--- config.mk ---
export PLATFORM = sky130hd
export DESIGN_NAME = prc_collect_flat
export DESIGN_NICKNAME = d
export VERILOG_FILES = /design/src/design/prc_pkg.sv /design/src/design/prc_out_if.sv /design/src/design/prc_collect.sv /design/src/flat_wrapper.sv
export SDC_FILE = /design/constraint.sdc
export NUM_CORES = 1
export LEC_CHECK = 0
export ABC_AREA = 1
export BUFFER_PORTS_ARGS = -buffer_cell sky130_fd_sc_hd__buf_4
export CORE_UTILIZATION = 50
export DETAILED_ROUTE_END_ITERATION = 7
export PLACE_DENSITY = 0.74
export SLEW_MARGIN = 10
export SYNTH_ARGS = -nofsm -noshare
export SYNTH_HDL_FRONTEND = slang
export SYNTH_SLANG_ARGS = --single-unit
export TNS_END_PERCENT = 5
--- constraint.sdc ---
create_clock -name i_clk -period 3.43 [get_ports i_clk]
set_clock_uncertainty 0.1 [all_clocks]
set_input_delay 0.686 -clock i_clk [delete_from_list [all_inputs] [get_ports i_clk]]
set_output_delay 0.686 -clock i_clk [all_outputs]
set_load 0.02 [all_outputs]
--- src/design/prc_pkg.sv ---
// ----------------------------------------------------------------------------
// prc_pkg
// Shared types and constants for the rectangle polygon clipper.
// ----------------------------------------------------------------------------
package prc_pkg;

    localparam int COORD_BITS = 16;
    localparam int NUM_STAGES = 4;
    localparam int MAX_RES    = 18;
    localparam int PROD_BITS  = 2 * COORD_BITS;
    localparam int CNT_BITS   = $clog2(PROD_BITS);
    localparam int RES_BITS   = $clog2(MAX_RES + 1);
    localparam int CFG_IDX_BITS = 3;

    localparam logic [CFG_IDX_BITS-1:0] CFG_XMIN  = 3'd0;
    localparam logic [CFG_IDX_BITS-1:0] CFG_XMAX  = 3'd1;
    localparam logic [CFG_IDX_BITS-1:0] CFG_YMIN  = 3'd2;
    localparam logic [CFG_IDX_BITS-1:0] CFG_YMAX  = 3'd3;
    localparam logic [CFG_IDX_BITS-1:0] CFG_ORDER = 3'd4;

    typedef logic signed [COORD_BITS-1:0] t_coord;

    typedef enum logic [1:0] {
        K_VTX,
        K_END,
        K_CLOSE
    } t_kind;

    typedef enum logic [1:0] {
        E_LEFT,
        E_RIGHT,
        E_BOTTOM,
        E_TOP
    } t_edge;

    typedef struct packed {
        t_kind  kind;
        t_coord x;
        t_coord y;
    } t_tok;

    typedef struct packed {
        t_coord xmin;
        t_coord xmax;
        t_coord ymin;
        t_coord ymax;
    } t_rect;

endpackage

--- src/design/prc_out_if.sv ---
// ----------------------------------------------------------------------------
// prc_out_if
// Clipped vertex output channel: one result per beat.
// ----------------------------------------------------------------------------
interface prc_out_if;
    logic            valid;
    logic            ready;
    prc_pkg::t_coord out_x;
    prc_pkg::t_coord out_y;
    logic            end_of_polygon;
    logic            no_vertex;

    modport source (output valid, output out_x, output out_y, output end_of_polygon,
                    output no_vertex, input ready);
    modport sink   (input valid, input out_x, input out_y, input end_of_polygon,
                    input no_vertex, output ready);
endinterface

--- src/design/prc_collect.sv ---
// ----------------------------------------------------------------------------
// prc_collect
// Result stage: caps results per input vertex, tags the polygon end and
// emits the empty-polygon marker.
// ----------------------------------------------------------------------------
module prc_collect (
    input  logic          i_clk,
    input  logic          i_rst_n,
    input  logic          i_valid,
    output logic          o_ready,
    input  prc_pkg::t_tok i_tok,
    prc_out_if.source     o_out
);

    logic [prc_pkg::RES_BITS-1:0] r_cnt;
    logic                         r_pend;
    prc_pkg::t_coord              r_px, r_py;
    logic                         r_ov;
    prc_pkg::t_coord              r_ox, r_oy;
    logic                         r_eop, r_nov;
    logic                         out_free;
    logic                         emit_now;

    assign out_free             = !r_ov || o_out.ready;
    assign o_ready              = out_free;
    assign o_out.valid          = r_ov;
    assign o_out.out_x          = r_ox;
    assign o_out.out_y          = r_oy;
    assign o_out.end_of_polygon = r_eop;
    assign o_out.no_vertex      = r_nov;

    always_comb begin
        case (i_tok.kind)
            prc_pkg::K_VTX:
                emit_now = r_pend && (r_cnt != prc_pkg::RES_BITS'(prc_pkg::MAX_RES));
            prc_pkg::K_CLOSE:
                emit_now = 1'b1;
            default:
                emit_now = r_pend;
        endcase
        emit_now = emit_now && i_valid && out_free;
    end

    always_ff @(posedge i_clk) begin
        if (!i_rst_n) begin
            r_cnt  <= '0;
            r_pend <= 1'b0;
            r_ov   <= 1'b0;
        end else begin
            if (r_ov && o_out.ready && !emit_now) r_ov <= 1'b0;
            if (i_valid && out_free) begin
                case (i_tok.kind)
                    prc_pkg::K_VTX: begin
                        if (r_cnt != prc_pkg::RES_BITS'(prc_pkg::MAX_RES)) begin
                            if (r_pend) begin
                                r_ov  <= 1'b1;
                                r_ox  <= r_px;
                                r_oy  <= r_py;
                                r_eop <= 1'b0;
                                r_nov <= 1'b0;
                            end
                            r_pend <= 1'b1;
                            r_px   <= i_tok.x;
                            r_py   <= i_tok.y;
                            r_cnt  <= r_cnt + 1'b1;
                        end
                    end
                    prc_pkg::K_CLOSE: begin
                        r_ov   <= 1'b1;
                        r_ox   <= r_pend ? r_px : '0;
                        r_oy   <= r_pend ? r_py : '0;
                        r_eop  <= 1'b1;
                        r_nov  <= !r_pend;
                        r_pend <= 1'b0;
                        r_cnt  <= '0;
                    end
                    default: begin
                        if (r_pend) begin
                            r_ov  <= 1'b1;
                            r_ox  <= r_px;
                            r_oy  <= r_py;
                            r_eop <= 1'b0;
                            r_nov <= 1'b0;
                        end
                        r_pend <= 1'b0;
                        r_cnt  <= '0;
                    end
                endcase
            end
        end
    end

endmodule

--- src/flat_wrapper.sv ---
// flat-port wrapper written by rule: the top's interface ports become plain ports
module prc_collect_flat 
  (i_clk, i_rst_n, i_valid, o_ready, i_tok, o_out_valid, o_out_out_x, o_out_out_y, o_out_end_of_polygon, o_out_no_vertex, o_out_ready);
  prc_out_if o_out_i ();
  input  logic i_clk;
  input  logic i_rst_n;
  input  logic i_valid;
  output logic o_ready;
  input  prc_pkg::t_tok i_tok;
  output wire logic [$bits(o_out_i.valid)-1:0] o_out_valid;
  output wire logic [$bits(o_out_i.out_x)-1:0] o_out_out_x;
  output wire logic [$bits(o_out_i.out_y)-1:0] o_out_out_y;
  output wire logic [$bits(o_out_i.end_of_polygon)-1:0] o_out_end_of_polygon;
  output wire logic [$bits(o_out_i.no_vertex)-1:0] o_out_no_vertex;
  input wire logic [$bits(o_out_i.ready)-1:0] o_out_ready;
  assign o_out_valid = o_out_i.valid;
  assign o_out_out_x = o_out_i.out_x;
  assign o_out_out_y = o_out_i.out_y;
  assign o_out_end_of_polygon = o_out_i.end_of_polygon;
  assign o_out_no_vertex = o_out_i.no_vertex;
  assign o_out_i.ready = o_out_ready;
  prc_collect u_core (.i_clk(i_clk), .i_rst_n(i_rst_n), .i_valid(i_valid), .o_ready(o_ready), .i_tok(i_tok), .o_out(o_out_i));
endmodule
Word-level counts from Yosys, hierarchy flattened
Index checks and enable logic that the tools add are counted.
{"block": "op_classes", "add_sub_neg": 1, "n_eq_ne": 3, "muxes": 24, "n_reduce_logical": 14}
{"op": "$mux 16", "count": 6}
{"op": "$pmux 16 s2", "count": 2}
{"op": "$mux 1", "count": 10}
{"op": "$mux 5", "count": 2}
{"op": "$pmux 1 s2", "count": 4}
{"op": "$logic_and 1x1->1", "count": 6}
{"op": "$add 5x1->5 const B", "count": 1}
{"op": "$ne 5x5->1 const B", "count": 1}
{"op": "$reduce_and 4->1", "count": 1}
{"op": "$logic_not 1->1", "count": 3}
{"op": "$reduce_and 3->1", "count": 1}
{"op": "$eq 2x2->1 const B", "count": 1}
{"op": "$logic_not 2->1", "count": 1}
{"op": "$ne 2x1->1 const B", "count": 1}
{"op": "$reduce_and 2->1", "count": 1}
{"op": "$logic_or 1x1->1", "count": 1}
{"block": "word_totals", "regBits": 73, "input_bits": 38, "output_inout_bits": 36, "elab_cells": 51}

Logic depth before layout (Yosys ltp)
{"block": "depth", "ltp_word": 12, "depth_mapped": 8}

Least setup slack after synthesis
OpenSTA, ideal clock, no wires.
{"block": "synth_path", "path_type": "input to register", "start": "in o_out_ready", "end": "reg u_core.r_nov (netlist: u_core.o_out.no_vertex), enable pin", "setup_ps": 423, "arrival_ps": 2422, "path_slack_ps": 485, "stages": 4, "path_buffers": 0, "path_cell_list": "inv_2 a21boi_2 nand2_1 nor2_1"}
{"block": "synth_via", "elab_chain_cells": 3}
{"item": "start: declaration", "line": "flat_wrapper.sv:15", "text": "input wire logic [$bits(o_out_i.ready)-1:0] o_out_ready;"}
{"item": "$logic_or 1x1->1", "line": "prc_collect.sv:24", "text": "assign out_free = !r_ov || o_out.ready;"}
{"item": "$logic_and 1x1->1", "line": "prc_collect.sv:51", "text": "if (i_valid && out_free) begin"}
{"item": "$reduce_and 3->1 (no line)"}
{"item": "end signal: assignment", "line": "prc_collect.sv:73", "text": "r_nov <= !r_pend;"}
{"item": "end: declaration", "line": "prc_collect.sv:20", "text": "logic r_eop, r_nov;"}
Every way passes these cells.
A chain may end at the register's enable or synchronous reset.

Worst setup path in the final report
{"block": "layout_path", "start": "reg u_core.r_cnt[0] (netlist name)", "end": "reg u_core.r_oy[3] (netlist: u_core.o_out.out_y[3]), enable pin"}
{"block": "layout_via", "elab_chain_cells": 3}
{"item": "start: declaration", "line": "prc_collect.sv:15", "text": "logic [prc_pkg::RES_BITS-1:0] r_cnt;"}
{"item": "start signal: assignment", "line": "prc_collect.sv:65", "text": "r_cnt <= r_cnt + 1'b1;"}
{"item": "$ne 5x5->1", "line": "prc_collect.sv:54", "text": "if (r_cnt != prc_pkg::RES_BITS'(prc_pkg::MAX_RES)) begin"}
{"item": "$ne 2x1->1 (no line)"}
{"item": "$reduce_and 3->1 (no line)"}
{"item": "end signal: assignment", "line": "prc_collect.sv:58", "text": "r_oy <= r_py;"}
{"item": "end signal: assignment", "line": "prc_collect.sv:71", "text": "r_oy <= r_pend ? r_py : '0;"}
{"item": "end signal: assignment", "line": "prc_collect.sv:81", "text": "r_oy <= r_py;"}
{"item": "end: declaration", "line": "prc_collect.sv:19", "text": "prc_pkg::t_coord r_ox, r_oy;"}
Every way passes these cells.

==> impl_results.html <==
<table>
<tr><th>Metric</th><th>Value</th></tr>
<tr><th colspan="2">Final layout</th></tr>
<tr><td>Total number of nets in the final design</td><td>322</td></tr>
<tr><td>Core utilization of the finished layout</td><td>67.9%</td></tr>
<tr><td>Layout cells sized above 1</td><td>46.3%</td></tr>
<tr><td>Final design instance area without fill</td><td>3810 um2</td></tr>
<tr><td>Relative area change from synthesis to final layout</td><td>27.9%</td></tr>
<tr><td>Count of filler cells inserted in the layout</td><td>418</td></tr>
<tr><td>Final standard cell count with taps included and fillers excluded</td><td>359</td></tr>
<tr><td>Final antenna diode count</td><td>0</td></tr>
<tr><td>Most common cell after layout, fill and taps aside</td><td>buf_4</td></tr>
<tr><td>Top library cells by usage in the layout, fill and taps aside</td><td>buf_4 (73), edfxtp_1 (66), inv_1 (39)</td></tr>
<tr><th colspan="2">Logic synthesis</th></tr>
<tr><td>Average cell area after synthesis</td><td>14.9 um2</td></tr>
<tr><td>Multiplexer area fraction after synthesis</td><td>0%</td></tr>
<tr><td>Largest family of logic cells by synthesized area</td><td>simple AND/OR/NAND/NOR gates</td></tr>
<tr><td>Yosys synthesis warning count</td><td>0</td></tr>
<tr><td>Fraction of the mapped netlist area in simple logic gates</td><td>17.7%</td></tr>
<tr><td>Fraction of the yosys area taken by sequential cells</td><td>71.3%</td></tr>
<tr><td>Net Count, Synth</td><td>240</td></tr>
<tr><td>Share of synthesized cell area in full adder, half adder and majority cells</td><td>0.841%</td></tr>
<tr><td>Cell area after synthesis</td><td>2980 um2</td></tr>
<tr><td>Post-Synth XOR/XNOR Area</td><td>0%</td></tr>
<tr><td>Compound-gate portion of the synthesized area</td><td>2.35%</td></tr>
<tr><td>Flip-flop and latch count after synthesis</td><td>73</td></tr>
<tr><td>Synthesized netlist cell count</td><td>200</td></tr>
<tr><td>Netlist cell types</td><td>25</td></tr>
<tr><th colspan="2">Min path</th></tr>
<tr><td>WHS Endpoint</td><td>u_core.r_cnt[4]$_SDFFE_PN0P_</td></tr>
<tr><td>Worst hold path stage count</td><td>2</td></tr>
<tr><td>Worst Hold Class</td><td>flop to flop</td></tr>
<tr><td>Hold path startpoint</td><td>u_core.r_cnt[4]$_SDFFE_PN0P_</td></tr>
<tr><th colspan="2">Critical path</th></tr>
<tr><td>Setup Crit Path Kind</td><td>flop to flop</td></tr>
<tr><td>Worst Reg-to-Reg Cells</td><td>7</td></tr>
<tr><td>Element type at the critical path start</td><td>flop</td></tr>
<tr><td>Crit Reg-Reg Startpoint</td><td>u_core.r_cnt[0]$_SDFFE_PN0P_</td></tr>
<tr><td>Setup slack, reg-to-reg</td><td>1.19 ns</td></tr>
<tr><td>RR Endpoint</td><td>u_core.o_out.out_y[3]$_DFFE_PP_</td></tr>
<tr><td>Maximum net fanout on the critical path</td><td>33</td></tr>
<tr><td>Crit end category</td><td>flop</td></tr>
<tr><td>Crit path arrival time</td><td>2.10 ns</td></tr>
<tr><td>Data required time at the worst endpoint</td><td>3.29 ns</td></tr>
<tr><td>Crit. Startpoint</td><td>u_core.r_cnt[0]$_SDFFE_PN0P_</td></tr>
<tr><th colspan="2">Placement</th></tr>
<tr><td>Post-detailed-placement cell area</td><td>3590 um2</td></tr>
<tr><td>DP HPWL</td><td>3040 um</td></tr>
<tr><td>Instance count after placement with tap cells included</td><td>343</td></tr>
<tr><td>Final GP Congestion</td><td>0.768</td></tr>
<tr><td>IO buf count</td><td>73</td></tr>
<tr><th colspan="2">Clock tree</th></tr>
<tr><td>Number of hold-repair buffers added at the cts stage</td><td>0</td></tr>
<tr><td>Max H-tree Level</td><td>3</td></tr>
<tr><td>Post-CTS repair timing setup buffer count</td><td>0</td></tr>
<tr><td>TritonCTS Sinks</td><td>73</td></tr>
<tr><td>Root buffer selected by CTS</td><td>clkbuf_8</td></tr>
<tr><td>Clock buffer depth</td><td>2</td></tr>
<tr><td>TritonCTS clock tree</td><td>done</td></tr>
<tr><td>Count of cells resized by post-cts repair</td><td>0</td></tr>
<tr><td>Clock slew at the register clock pins of the worst setup and hold paths</td><td>0.08 ns</td></tr>
<tr><td>TritonCTS buffer count</td><td>9</td></tr>
<tr><td>Insertion delay of the later-clocked pin in the worst-skew pair</td><td>0.33 ns</td></tr>
<tr><th colspan="2">STA</th></tr>
<tr><td>Hold slack</td><td>0.412 ns</td></tr>
<tr><td>Slew at the pin with the worst max-slew slack</td><td>0.891 ns</td></tr>
<tr><td>Unrepaired setup endpoints after global routing</td><td>no</td></tr>
<tr><td>Headroom to the max-slew limit</td><td>40.5%</td></tr>
<tr><td>Final-report setup violation count</td><td>0</td></tr>
<tr><td>Min Tclk post-route</td><td>2.24 ns</td></tr>
<tr><td>Fmax achieved</td><td>447 MHz</td></tr>
<tr><td>Count of final hold-check violations</td><td>0</td></tr>
<tr><td>Post-route setup TNS</td><td>0 ns</td></tr>
<tr><td>Fin. max-slew vios</td><td>0</td></tr>
<tr><td>Share of the clock period used by the worst path after layout</td><td>65.3%</td></tr>
<tr><th colspan="2">Floorplan</th></tr>
<tr><td>Die outline width</td><td>79.2 um</td></tr>
<tr><td>Site row count</td><td>27</td></tr>
<tr><td>Top-Level Pins</td><td>74</td></tr>
<tr><td>Die height</td><td>79.2 um</td></tr>
<tr><td>Initial Util</td><td>53.1%</td></tr>
<tr><td>Die Area</td><td>6270 um2</td></tr>
<tr><td>Core box area</td><td>5610 um2</td></tr>
<tr><th colspan="2">Routing</th></tr>
<tr><td>Wire length per cell</td><td>12.1 um</td></tr>
<tr><td>M1 wire length</td><td>1750 um</td></tr>
<tr><td>Initial DRC count</td><td>92</td></tr>
<tr><td>Met2 WL</td><td>2210 um</td></tr>
<tr><td>Number of vias per cell</td><td>4.46</td></tr>
<tr><td>Number of routed nets with antenna violations</td><td>0</td></tr>
<tr><td>Detailed-routed wire length on met3</td><td>241 um</td></tr>
<tr><td>Top routing layer in use</td><td>met4</td></tr>
<tr><td>Total routed wirelength</td><td>4360 um</td></tr>
<tr><td>Total via count after detailed routing</td><td>1,602</td></tr>
<tr><td>Number of optimization iterations in the first detailed-route pass</td><td>5</td></tr>
<tr><td>Post-detailed-route DRC marker count</td><td>0</td></tr>
<tr><th colspan="2">Global route</th></tr>
<tr><td>Overall routing resource usage</td><td>15.3%</td></tr>
<tr><td>Number of global-route vias before repair</td><td>1,448</td></tr>
<tr><td>Largest net degree at the start of global routing</td><td>34</td></tr>
<tr><td>Congestion Overflow GR</td><td>0</td></tr>
<tr><td>Antenna violations before repair</td><td>0</td></tr>
<tr><td>First-pass GRT wire length</td><td>6820 um</td></tr>
<tr><th colspan="2">Pwr</th></tr>
<tr><td>PD cells</td><td>490 nW/um2</td></tr>
<tr><td>Leakage power figure</td><td>1.54 nW</td></tr>
<tr><td>IR Drop Worst-Case VDD</td><td>0.000291 V</td></tr>
<tr><th colspan="2">Outcome</th></tr>
<tr><td>Result of the run</td><td>finished clean</td></tr>
<tr><th colspan="2">Run</th></tr>
<tr><td>Max Cap Violations</td><td>0</td></tr>
</table>
==> registers in the layout, indices dropped and copies added (netlist names) <==
signal	cells
u_core.o_out.end_of_polygon	1
u_core.o_out.no_vertex	1
u_core.o_out.out_x	16
u_core.o_out.out_y	16
u_core.o_out.valid	1
u_core.r_cnt	5
u_core.r_pend	1
u_core.r_px	16
u_core.r_py	16
==> per-layer routing <==
layer / track usage, % / vias to the layer above
met4: 9.82 / 0
met3: 5.52 / 11
met1: 17.9 / 716
met5: 0 / -
met2: 23.8 / 60
li1: - / 815
==> through the flow <==
step	worst slack (ns)	total power (W)
2_1_floorplan	0.485	0.00111
3_3_place_gp	1.05	0.00116
3_5_place_dp	1.00	0.00116
4_1_cts	1.17	0.00188
5_1_grt	1.02	0.00193
6_report	1.19	0.00187
==> synth_stat cells (all sizes together) <==
master / instances / area [um2]
a21oi: 4 / 23.8
ha: 2 / 25.0
inv: 43 / 161
dfxtp: 7 / 140
buf: 4 / 71.3
nand2: 18 / 77.6
nor2: 40 / 397
nand3: 6 / 35.0
o21ai: 5 / 28.8
edfxtp: 66 / 1980
nand4: 2 / 12.5
a21boi: 1 / 11.3
o22ai: 1 / 6.26
nor3: 1 / 5.00
==> layout make-up <==
cell class	count	area, um2	area share (%)
flip-flops and latches	73	2120	55.7
multi-input cells	80	629	16.5
repair buffers	75	588	15.4
inverters	43	161	4.24
clock buffers	9	124	3.25
clock inverters	7	92.6	2.43
well taps	72	90.1	2.37
==> how the worst max path moves through the flow <==
stage,slack (ns),to,depth (start not counted)
floorplan,0.48,u_core.o_out.no_vertex$_SDFFCE_PP0P_,4
global placement,1.05,u_core.r_py[1]$_DFFE_PP_,7
detailed placement,1.00,u_core.r_py[2]$_DFFE_PP_,7
CTS,1.17,u_core.o_out.out_y[3]$_DFFE_PP_,7
global route,1.02,u_core.o_out.out_y[3]$_DFFE_PP_,7
finish,1.19,u_core.o_out.out_y[3]$_DFFE_PP_,7
==> where the power goes <==
part           internal, W  switching, W
sequential        0.000995    0.00000780
clock             0.000410      0.000315
combinational    0.0000633     0.0000742
==> logic make-up after synthesis <==
| kind of cell | Yosys count |
|---|---|
| buffers and inverters | 47 |
| adder cells (fa/ha/maj) | 2 |
| AO/OA/AOI/OAI | 11 |
| AND/OR/NAND/NOR | 67 |
| flip-flops | 73 |
==> critical path, cell delays in order, from the launching register on <==
cell and delay (ns):
dfxtp_1 0.44, inv_1 0.07, ha_1 0.19, nand2_1 0.08, inv_1 0.05, nand3_2 0.09, o21ai_1 0.13, nor2_4 0.70
Note: power is estimated with default switching activity, not from simulation.
