### config.mk
export PLATFORM = sky130hd
export DESIGN_NAME = prc_cell
export DESIGN_NICKNAME = d
export VERILOG_FILES = /design/src/design/prc_pkg.sv /design/src/design/prc_cell.sv
export SDC_FILE = /design/constraint.sdc
export NUM_CORES = 1
export LEC_CHECK = 0
export ABC_AREA = 0
export BUFFER_PORTS_ARGS = -buffer_cell sky130_fd_sc_hd__buf_2
export CAP_MARGIN = 5
export CORE_MARGIN = 2
export CORE_UTILIZATION = 32
export CTS_CLUSTER_SIZE = 12
export DETAILED_ROUTE_END_ITERATION = 10
export PLACE_DENSITY = 0.53
export SETUP_SLACK_MARGIN = 0.05
export SLEW_MARGIN = 20
export SYNTH_ARGS = -nofsm -noshare
export SYNTH_HDL_FRONTEND = slang
export SYNTH_SLANG_ARGS = --single-unit
### constraint.sdc
create_clock -name i_clk -period 6.8 [get_ports i_clk]
set_input_delay 0.34 -clock i_clk [delete_from_list [all_inputs] [get_ports i_clk]]
set_output_delay 0.34 -clock i_clk [all_outputs]
set_load 0.01 [all_outputs]
### src/design/prc_pkg.sv
// ----------------------------------------------------------------------------
// prc_pkg
// Shared types and constants for the rectangle polygon clipper.
// ----------------------------------------------------------------------------
package prc_pkg;

    localparam int COORD_BITS = 16;
    localparam int NUM_STAGES = 4;
    localparam int MAX_RES    = 18;
    localparam int PROD_BITS  = 2 * COORD_BITS;
    localparam int CNT_BITS   = $clog2(PROD_BITS);
    localparam int RES_BITS   = $clog2(MAX_RES + 1);
    localparam int CFG_IDX_BITS = 3;

    localparam logic [CFG_IDX_BITS-1:0] CFG_XMIN  = 3'd0;
    localparam logic [CFG_IDX_BITS-1:0] CFG_XMAX  = 3'd1;
    localparam logic [CFG_IDX_BITS-1:0] CFG_YMIN  = 3'd2;
    localparam logic [CFG_IDX_BITS-1:0] CFG_YMAX  = 3'd3;
    localparam logic [CFG_IDX_BITS-1:0] CFG_ORDER = 3'd4;

    typedef logic signed [COORD_BITS-1:0] t_coord;

    typedef enum logic [1:0] {
        K_VTX,
        K_END,
        K_CLOSE
    } t_kind;

    typedef enum logic [1:0] {
        E_LEFT,
        E_RIGHT,
        E_BOTTOM,
        E_TOP
    } t_edge;

    typedef struct packed {
        t_kind  kind;
        t_coord x;
        t_coord y;
    } t_tok;

    typedef struct packed {
        t_coord xmin;
        t_coord xmax;
        t_coord ymin;
        t_coord ymax;
    } t_rect;

endpackage

### src/design/prc_cell.sv
// ----------------------------------------------------------------------------
// prc_cell
// One clip edge stage: keeps first/previous vertex, emits clipped vertices,
// crossing points via a serial restoring divider.
// ----------------------------------------------------------------------------
module prc_cell (
    input  logic            i_clk,
    input  logic            i_rst_n,
    input  prc_pkg::t_rect  i_rect,
    input  logic [1:0]      i_edge,
    input  logic            i_valid,
    output logic            o_ready,
    input  prc_pkg::t_tok   i_tok,
    output logic            o_valid,
    input  logic            i_ready,
    output prc_pkg::t_tok   o_tok
);

    localparam int CW = prc_pkg::COORD_BITS;

    typedef enum logic [2:0] {
        S_IDLE,
        S_EVAL,
        S_MUL,
        S_DIV,
        S_RND,
        S_EMIT_C,
        S_EMIT_B,
        S_FWD
    } t_state;

    t_state                      r_state;
    logic                        r_started;
    prc_pkg::t_coord             r_fx, r_fy, r_px, r_py;
    prc_pkg::t_coord             r_ax, r_ay, r_bx, r_by;
    logic                        r_fwd;
    prc_pkg::t_kind              r_fwd_kind;
    logic                        r_emit_c, r_emit_b;
    logic                        r_neg, r_zero, r_vert;
    logic [CW-1:0]               r_md, r_mk, r_d;
    logic [prc_pkg::PROD_BITS-1:0] r_prod;
    logic [CW-1:0]               r_rem;
    logic [CW:0]                 r_q;
    logic [prc_pkg::CNT_BITS-1:0] r_cnt;
    prc_pkg::t_coord             r_w1, r_e;
    prc_pkg::t_coord             r_cx, r_cy;
    logic                        r_ov;
    prc_pkg::t_tok               r_otok;

    prc_pkg::t_edge  edge_sel;
    prc_pkg::t_coord e_val, ua, wa, ub, wb;
    logic            vert, ia, ib, out_free, b_off_line, emit_now;
    logic signed [CW:0] den, dw, kk, den_m, dw_m, kk_m;
    logic [CW:0]     r2, twor;
    logic            ge, rup;
    logic [CW-1:0]   rem_n;
    logic [CW:0]     off;
    logic [CW:0]     w_sum;

    always_comb begin
        edge_sel = prc_pkg::t_edge'(i_edge);
        case (edge_sel)
            prc_pkg::E_LEFT: begin
                e_val = i_rect.xmin;
                ia    = r_ax >= i_rect.xmin;
                ib    = r_bx >= i_rect.xmin;
            end
            prc_pkg::E_RIGHT: begin
                e_val = i_rect.xmax;
                ia    = r_ax <= i_rect.xmax;
                ib    = r_bx <= i_rect.xmax;
            end
            prc_pkg::E_BOTTOM: begin
                e_val = i_rect.ymin;
                ia    = r_ay >= i_rect.ymin;
                ib    = r_by >= i_rect.ymin;
            end
            default: begin
                e_val = i_rect.ymax;
                ia    = r_ay <= i_rect.ymax;
                ib    = r_by <= i_rect.ymax;
            end
        endcase
        vert = (edge_sel == prc_pkg::E_LEFT) || (edge_sel == prc_pkg::E_RIGHT);
        ua   = vert ? r_ax : r_ay;
        wa   = vert ? r_ay : r_ax;
        ub   = vert ? r_bx : r_by;
        wb   = vert ? r_by : r_bx;
        b_off_line = (ub != e_val);
        den  = {ub[CW-1], ub} - {ua[CW-1], ua};
        dw   = {wb[CW-1], wb} - {wa[CW-1], wa};
        kk   = {e_val[CW-1], e_val} - {ua[CW-1], ua};
        den_m = den[CW] ? -den : den;
        dw_m  = dw[CW]  ? -dw  : dw;
        kk_m  = kk[CW]  ? -kk  : kk;

        r2    = {r_rem, r_prod[prc_pkg::PROD_BITS-1]};
        ge    = r2 >= {1'b0, r_d};
        rem_n = ge ? CW'(r2 - {1'b0, r_d}) : r2[CW-1:0];

        twor  = {r_rem, 1'b0};
        rup   = r_neg ? (twor > {1'b0, r_d}) : (twor >= {1'b0, r_d});
        off   = r_zero ? '0 : (r_q + {{CW{1'b0}}, rup});
        w_sum = r_neg ? ({r_w1[CW-1], r_w1} - off) : ({r_w1[CW-1], r_w1} + off);

        out_free = !r_ov || i_ready;
        emit_now = out_free && ((r_state == S_EMIT_C) || (r_state == S_EMIT_B) ||
                                (r_state == S_FWD));
    end

    assign o_ready = (r_state == S_IDLE);
    assign o_valid = r_ov;
    assign o_tok   = r_otok;

    always_ff @(posedge i_clk) begin
        if (!i_rst_n) begin
            r_state   <= S_IDLE;
            r_started <= 1'b0;
            r_fwd     <= 1'b0;
            r_ov      <= 1'b0;
        end else begin
            if (r_ov && i_ready && !emit_now) r_ov <= 1'b0;
            case (r_state)
                S_IDLE: begin
                    if (i_valid) begin
                        case (i_tok.kind)
                            prc_pkg::K_VTX: begin
                                r_px <= i_tok.x;
                                r_py <= i_tok.y;
                                if (!r_started) begin
                                    r_started <= 1'b1;
                                    r_fx      <= i_tok.x;
                                    r_fy      <= i_tok.y;
                                end else begin
                                    r_ax    <= r_px;
                                    r_ay    <= r_py;
                                    r_bx    <= i_tok.x;
                                    r_by    <= i_tok.y;
                                    r_fwd   <= 1'b0;
                                    r_state <= S_EVAL;
                                end
                            end
                            prc_pkg::K_CLOSE: begin
                                r_fwd      <= 1'b1;
                                r_fwd_kind <= prc_pkg::K_CLOSE;
                                r_started  <= 1'b0;
                                if (r_started) begin
                                    r_ax    <= r_px;
                                    r_ay    <= r_py;
                                    r_bx    <= r_fx;
                                    r_by    <= r_fy;
                                    r_state <= S_EVAL;
                                end else begin
                                    r_state <= S_FWD;
                                end
                            end
                            default: begin
                                r_fwd      <= 1'b1;
                                r_fwd_kind <= prc_pkg::K_END;
                                r_state    <= S_FWD;
                            end
                        endcase
                    end
                end
                S_EVAL: begin
                    if (!ia && !ib) begin
                        r_state <= r_fwd ? S_FWD : S_IDLE;
                    end else if (ia && ib) begin
                        r_state <= S_EMIT_B;
                    end else begin
                        r_emit_c <= ia || b_off_line;
                        r_emit_b <= !ia;
                        r_md     <= dw_m[CW-1:0];
                        r_mk     <= kk_m[CW-1:0];
                        r_d      <= den_m[CW-1:0];
                        r_neg    <= (dw[CW] != kk[CW]) != den[CW];
                        r_zero   <= (den == '0) || (dw == '0) || (kk == '0);
                        r_vert   <= vert;
                        r_e      <= e_val;
                        r_w1     <= wa;
                        r_state  <= S_MUL;
                    end
                end
                S_MUL: begin
                    r_prod  <= r_md * r_mk;
                    r_rem   <= '0;
                    r_q     <= '0;
                    r_cnt   <= prc_pkg::CNT_BITS'(prc_pkg::PROD_BITS - 1);
                    r_state <= r_zero ? S_RND : S_DIV;
                end
                S_DIV: begin
                    r_prod <= r_prod << 1;
                    r_rem  <= rem_n;
                    r_q    <= {r_q[CW-1:0], ge};
                    r_cnt  <= r_cnt - 1'b1;
                    if (r_cnt == '0) r_state <= S_RND;
                end
                S_RND: begin
                    r_cx    <= r_vert ? r_e : w_sum[CW-1:0];
                    r_cy    <= r_vert ? w_sum[CW-1:0] : r_e;
                    r_state <= r_emit_c ? S_EMIT_C : S_EMIT_B;
                end
                S_EMIT_C: begin
                    if (out_free) begin
                        r_ov        <= 1'b1;
                        r_otok.kind <= prc_pkg::K_VTX;
                        r_otok.x    <= r_cx;
                        r_otok.y    <= r_cy;
                        if (r_emit_b) r_state <= S_EMIT_B;
                        else          r_state <= r_fwd ? S_FWD : S_IDLE;
                    end
                end
                S_EMIT_B: begin
                    if (out_free) begin
                        r_ov        <= 1'b1;
                        r_otok.kind <= prc_pkg::K_VTX;
                        r_otok.x    <= r_bx;
                        r_otok.y    <= r_by;
                        r_state     <= r_fwd ? S_FWD : S_IDLE;
                    end
                end
                S_FWD: begin
                    if (out_free) begin
                        r_ov        <= 1'b1;
                        r_otok.kind <= r_fwd_kind;
                        r_otok.x    <= '0;
                        r_otok.y    <= '0;
                        r_fwd       <= 1'b0;
                        r_state     <= S_IDLE;
                    end
                end
                default: r_state <= S_IDLE;
            endcase
        end
    end

endmodule

# --- Word level (Yosys, flattened, before mapping) ---
# Index checks and enable logic that the tools add are counted.
classes:
  n_addsub: 11
  multipliers: 1
  div: 0
  magnitude_cmp: 11
  n_eq_ne: 21
  n_shift: 0
  muxes: 55
  n_bitwise: 4
  reduce_logical: 41
op_table:
  columns: ["op", "count"]
  rows:
  - ["two-way mux 16 bit", 16]
  - ["one-hot mux 16 bit (2 select lines)", 4]
  - ["two-way mux 34 bit", 3]
  - ["one-hot mux 34 bit (3 select lines)", 1]
  - [">= comparator 16 bit", 4]
  - ["less-or-equal comparator 16 bit", 4]
  - ["one-hot mux 32 bit (2 select lines)", 1]
  - ["logical NOT 17 bit", 3]
  - ["subtractor 16 x 16 -> 17 bit", 3]
  - ["negation 16 bit", 3]
  - ["one-hot mux 16 bit (3 select lines)", 1]
  - ["two-way mux 3 bit", 12]
  - [">= comparator 17 x 16 -> 1 bit", 2]
  - ["multiplier 16 x 16 -> 32 bit", 1]
  - ["subtractor 16 bit", 2]
  - ["one-hot mux 3 bit (8 select lines)", 1]
  - ["> comparator 17 x 16 -> 1 bit", 1]
  - ["adder 16 x 1 -> 16 bit", 1]
  - ["adder 16 bit", 1]
  - ["inequality test 16 bit", 1]
  - ["AND reduction 4 bit", 4]
  - ["AND reduction 5 bit", 3]
  - ["inequality test 2 bit (second input constant)", 7]
  - ["== test 3 bit (second input constant)", 4]
  - ["28 further kinds", 61]
totals:
  ff_bits: 356
  latch_bits: 0
  mem_bits_rw: 0
  romBits: 0
  elab_cells: 176
  memories: 0

# --- Depth between registers and ports, before layout ---
logic_depth:
  word_depth: 9
  depth_mapped: 29
  ltp_nobuf: 28

# --- Worst setup path before layout ---
# No wires, ideal clock.
synth_timing:
  kind: "reg2reg"
  startpoint: "register r_by[0]"
  endpoint: "register r_d[0], enable pin"
  t_arrival_ns: 6.063
  t_required_ns: 6.271
  slack_ns: 0.208
  path_stages_with_launch: 15
  n_path_buf: 0
  period_less_slack_ns: 6.592
  path_cell_list: "edfxtp_1 > inv_1 > ha_1 > nand2b_1 > a21o_1 > a21o_1 > a21o_1 > a21o_1 > a21o_1 > a211oi_1 > o41ai_1 > a32o_1 > ha_1 > nand3_1 > nor2_1"
synth_between:
  elab_chain_cells: 6
synth_lines:
  columns: ["element", "line", "text"]
  rows:
  - ["from (decl)", "prc_cell.sv:35", "prc_pkg::t_coord r_ax, r_ay, r_bx, r_by;"]
  - ["from (signal assigned)", "prc_cell.sv:138", "r_by <= i_tok.y;"]
  - ["from (signal assigned)", "prc_cell.sv:151", "r_by <= r_fy;"]
  - ["less-or-equal comparator 16 bit / >= comparator 16 bit (equally long branches)", "prc_cell.sv:81, prc_cell.sv:76", null]
  - ["one-hot mux 1 bit (3 select lines) *", "prc_cell.sv:62", "case (edge_sel)"]
  - ["logical NOT 1 bit", "prc_cell.sv:166", "if (!ia && !ib) begin"]
  - ["logical AND 1 bit", "prc_cell.sv:166", null]
  - ["NOT 1 bit (no line)", null, null]
  - ["AND reduction 4 bit (no line) *", null, null]
  - ["to (signal assigned)", "prc_cell.sv:175", "r_d <= den_m[CW-1:0];"]
  - ["to (decl)", "prc_cell.sv:40", "logic [CW-1:0] r_md, r_mk, r_d;"]
# Every way passes the cells marked *; elsewhere a longest branch is shown, timed or not.
# A chain may end at the register's enable or synchronous reset.

# --- Final worst setup path ---
layout_timing:
  startpoint: "register r_mk[6]"
  endpoint: "register r_prod[30] (netlist bit) (data pin)"
layout_between:
  elab_chain_cells: 2
layout_lines:
  columns: ["element", "line", "text"]
  rows:
  - ["from (decl)", "prc_cell.sv:40", null]
  - ["from (signal assigned)", "prc_cell.sv:174", "r_mk <= kk_m[CW-1:0];"]
  - ["multiplier 16 x 16 -> 32 bit", "prc_cell.sv:185", "r_prod <= r_md * r_mk;"]
  - ["one-hot mux 32 bit (2 select lines)", "prc_cell.sv:123", "case (r_state)"]
  - ["to (signal assigned)", "prc_cell.sv:185", null]
  - ["to (signal assigned)", "prc_cell.sv:192", "r_prod <= r_prod << 1;"]
  - ["to (decl)", "prc_cell.sv:41", "logic [prc_pkg::PROD_BITS-1:0] r_prod;"]
# No other way between the ends.

==> results.ini <==
[grt]
grt_util_all_layers_pct = 17.3
grt_max_degree = 70
grt_pass1_wl_um = 136000
grt_pass1_vias = 23121
gr-total-overflow = 0
antenna_found_initial = 0

[yosys]
ys_types = 98
synthArstFlopShare_pct = 0
synthMostInstantiatedCell = inv_1
synth-seq-cells = 356
synth_common_cells = 377 x inv_1, 350 x edfxtp_1, 320 x ha_1, 302 x nand2_1, 199 x fa_1
yosysTopAreaCell = edfxtp_1
yosys_warnings = 0
synth_edf_count = 350
syn_nets = 3710
yosys.area.top_type_share_pct = 33.2
synth_area_mm2 = 0.0317
synth_area_leaders = edfxtp_1 33%, ha_1 13%, fa_1 13%
avgSynthCellArea_um2 = 10.3
synthCells = 3087
synth_ff_type = edfxtp_1
synth.yosys.seq_area_share_pct = 33.6

[power_and_ir_drop]
p_per_area_mw_per_mm2 = 436
peakVddDrop_mv = 0.505
p_leak_nw = 15.4

[die]
num_io_pins = 140
die_area_mm2 = 0.102
rows = 115
initial_core_util_pct = 32.2
die_w_um = 319
coreArea_mm2 = 0.0983
die_h_um = 319

[sta]
finalSetupTns_ns = 0
hold_viol = 0
fin_crit_sh_pct = 94.1
rsz0062_at_grt = yes
worstMarginPinSlew_ns = 1.03
finalSetupViolCount = 0
hold_slack_ns = 0.0461
skew_ns = 0.0467
relSlewSlack_pct = 30.5
drv_slew = 0
fmax_ghz = 0.156
min_period_ns = 6.40

[clocking]
root_buffer = clkbuf_16
clk_latency_ns = 0.62
numCtsBuffers = 45
clk_pin_slew_worst_paths_ns = 0.06
cts_htree_levels = 2
cts_sinks = 356
tritoncts = done
clk_path_buf_depth = 3

[placed_design]
placed_area_mm2 = 0.0340
dp_hpwl_um = 70300
routabilityCongestion = 0.900
port_buffers = 139

[worst_setup_path]
cpMostUsedCell = fa_1
worstPathRequired_ns = 7.22
cpPeakStageDelay_ns = 0.59
critPathKind = reg2reg
crit_chain = buf_4 -> nand2_1 -> fa_1 -> inv_1 -> fa_1 -> inv_1 -> fa_1 -> inv_1 -> fa_1 -> inv_1 -> fa_1 -> inv_1 -> fa_1 -> ha_1 -> a21o_1 -> a21o_1 -> a21o_1 -> a21oi_1 -> nor2b_1 -> a211oi_2 -> o21ai_1 -> and4_1 -> nor3_1
ff2ff_path_depth = 23
worst_ep_arrival_time_ns = 6.81
end_kind = register
crit_path_start_kind = register
critPathMaxFanout = 11
slowest_stage = edfxtp_1

[route]
first_iter_violations = 1494
antenna_left = 0
routedWlPerCell_um = 19.3
routed_wl_um = 88700
avgViaCountPerCell = 5.03
firstDrtPassIters = 5
vias = 23076
drc = 0

[min_path]
hold_path_class = in2reg
min_path_cells = 3

[run]
drv_cap = 0

[outcome]
outcome = finished, final reports clean

[final_layout]
syn_to_final_growth_pct = 13.2
largest_reg_flops = 34
fin_area_mm2 = 0.0359
drive_gt1_share_pct = 13.3
design.final.nets = 3889
antennaDiodeCount = 0

-- cells by family (layout without fill, tap and decap cells) --
group / count (synthesis) / after routing / share of synthesized area (%)
DFF: 356 / 356 / 33.6
adders and majority gates: 519 / 519 / 25.2
xor gates and xnor gates: 170 / 170 / 4.72
muxes: 153 / 153 / 5.84
AOI/OAI and AO/OA: 516 / 516 / 10.7
and+or+nand+nor: 889 / 889 / 14.2
buffers and inverters: 484 / 698 / 5.83
-- layout by cell type, fill, tap and decap left out, drive strengths merged, types with 32 or more instances in the layout --
cell type,Yosys,routed
inv,377,380
edfxtp,350,350
ha,320,320
nand2,303,303
buf,20,207
fa,199,199
nor2,146,146
a21oi,135,135
o21ai,126,126
xnor2,120,120
and2,103,103
mux2,94,94
clkbuf,87,60
a21o,58,58
nand2b,54,54
xor2,50,50
nand3,47,47
o21a,44,44
mux2i,43,43
nor2b,43,43
nor3,43,43
and3,33,33
nand4,33,33
dlygate4sd3,0,32
-- final cells by class --
| cell class | count | area (um^2) |
|---|---|---|
| clock buffer | 60 | 1200 |
| inverter | 377 | 1420 |
| timing repair buffer | 239 | 1540 |
| tap | 1287 | 1610 |
| multi-input combinational | 2247 | 19300 |
| fill | 9888 | 62400 |
| clock inverter | 22 | 195 |
| sequential | 356 | 10600 |
-- path summary, 6_finish.rpt --
| path | from | endpoint | slack (ns) |
|---|---|---|---|
| hold / removal | i_valid | r_fwd$_SDFFE_PN0P_ | 0.05 |
| setup reg to reg | r_mk[6]$_DFFE_PP_ | r_prod[30]$_DFFE_PP_ | 0.40 |
| setup / recovery | r_mk[6]$_DFFE_PP_ | r_prod[30]$_DFFE_PP_ | 0.40 |
| hold reg to reg | r_px[9]$_DFFE_PP_ | r_ax[9]$_DFFE_PP_ | 0.42 |
-- through the flow --
step                power (mW)  worst slack (ns)  util, %  instances
floorplan                 10.9             0.208        -       3087
global placement          13.3             0.205     34.5       4452
detailed placement        13.4             0.142     34.5       4452
CTS                       15.8             0.130     36.3       4566
global route              17.2            0.0181     36.5       4588
finish                    15.6             0.404     36.5       4588
-- report_power, final --
part	switching (mW)	internal (mW)	total (mW)	leakage [nW]
sequential	0.148	3.13	3.28	3.21
clock	1.02	1.30	2.31	0.674
combinational	5.68	4.34	10.0	11.6
-- worst max-delay path: cells and delay by family (launching register included) --
kind	cells	cell delay, ns
flops	1	0.59
buf+inv	6	0.45
fa+ha+maj	7	3.41
compound gates	6	1.22
simple gates	4	0.52
-- timing repair --
action	CTS	global route
buffers inserted	0	21
endpoints found under the hold margin	64	0
gates resized for setup	0	3
hold buffers	32	0
setup endpoints to repair	0	10
-- per-layer routing --
metal	part of all wire, %	track usage (%)	vias up
li1	-	-	11108
met1	46	23.3	11276
met2	47	28.6	559
met3	4.5	2.25	133
met4	3.2	5.47	0
met5	0	0	-
Note: power is estimated with default switching activity, not from simulation.
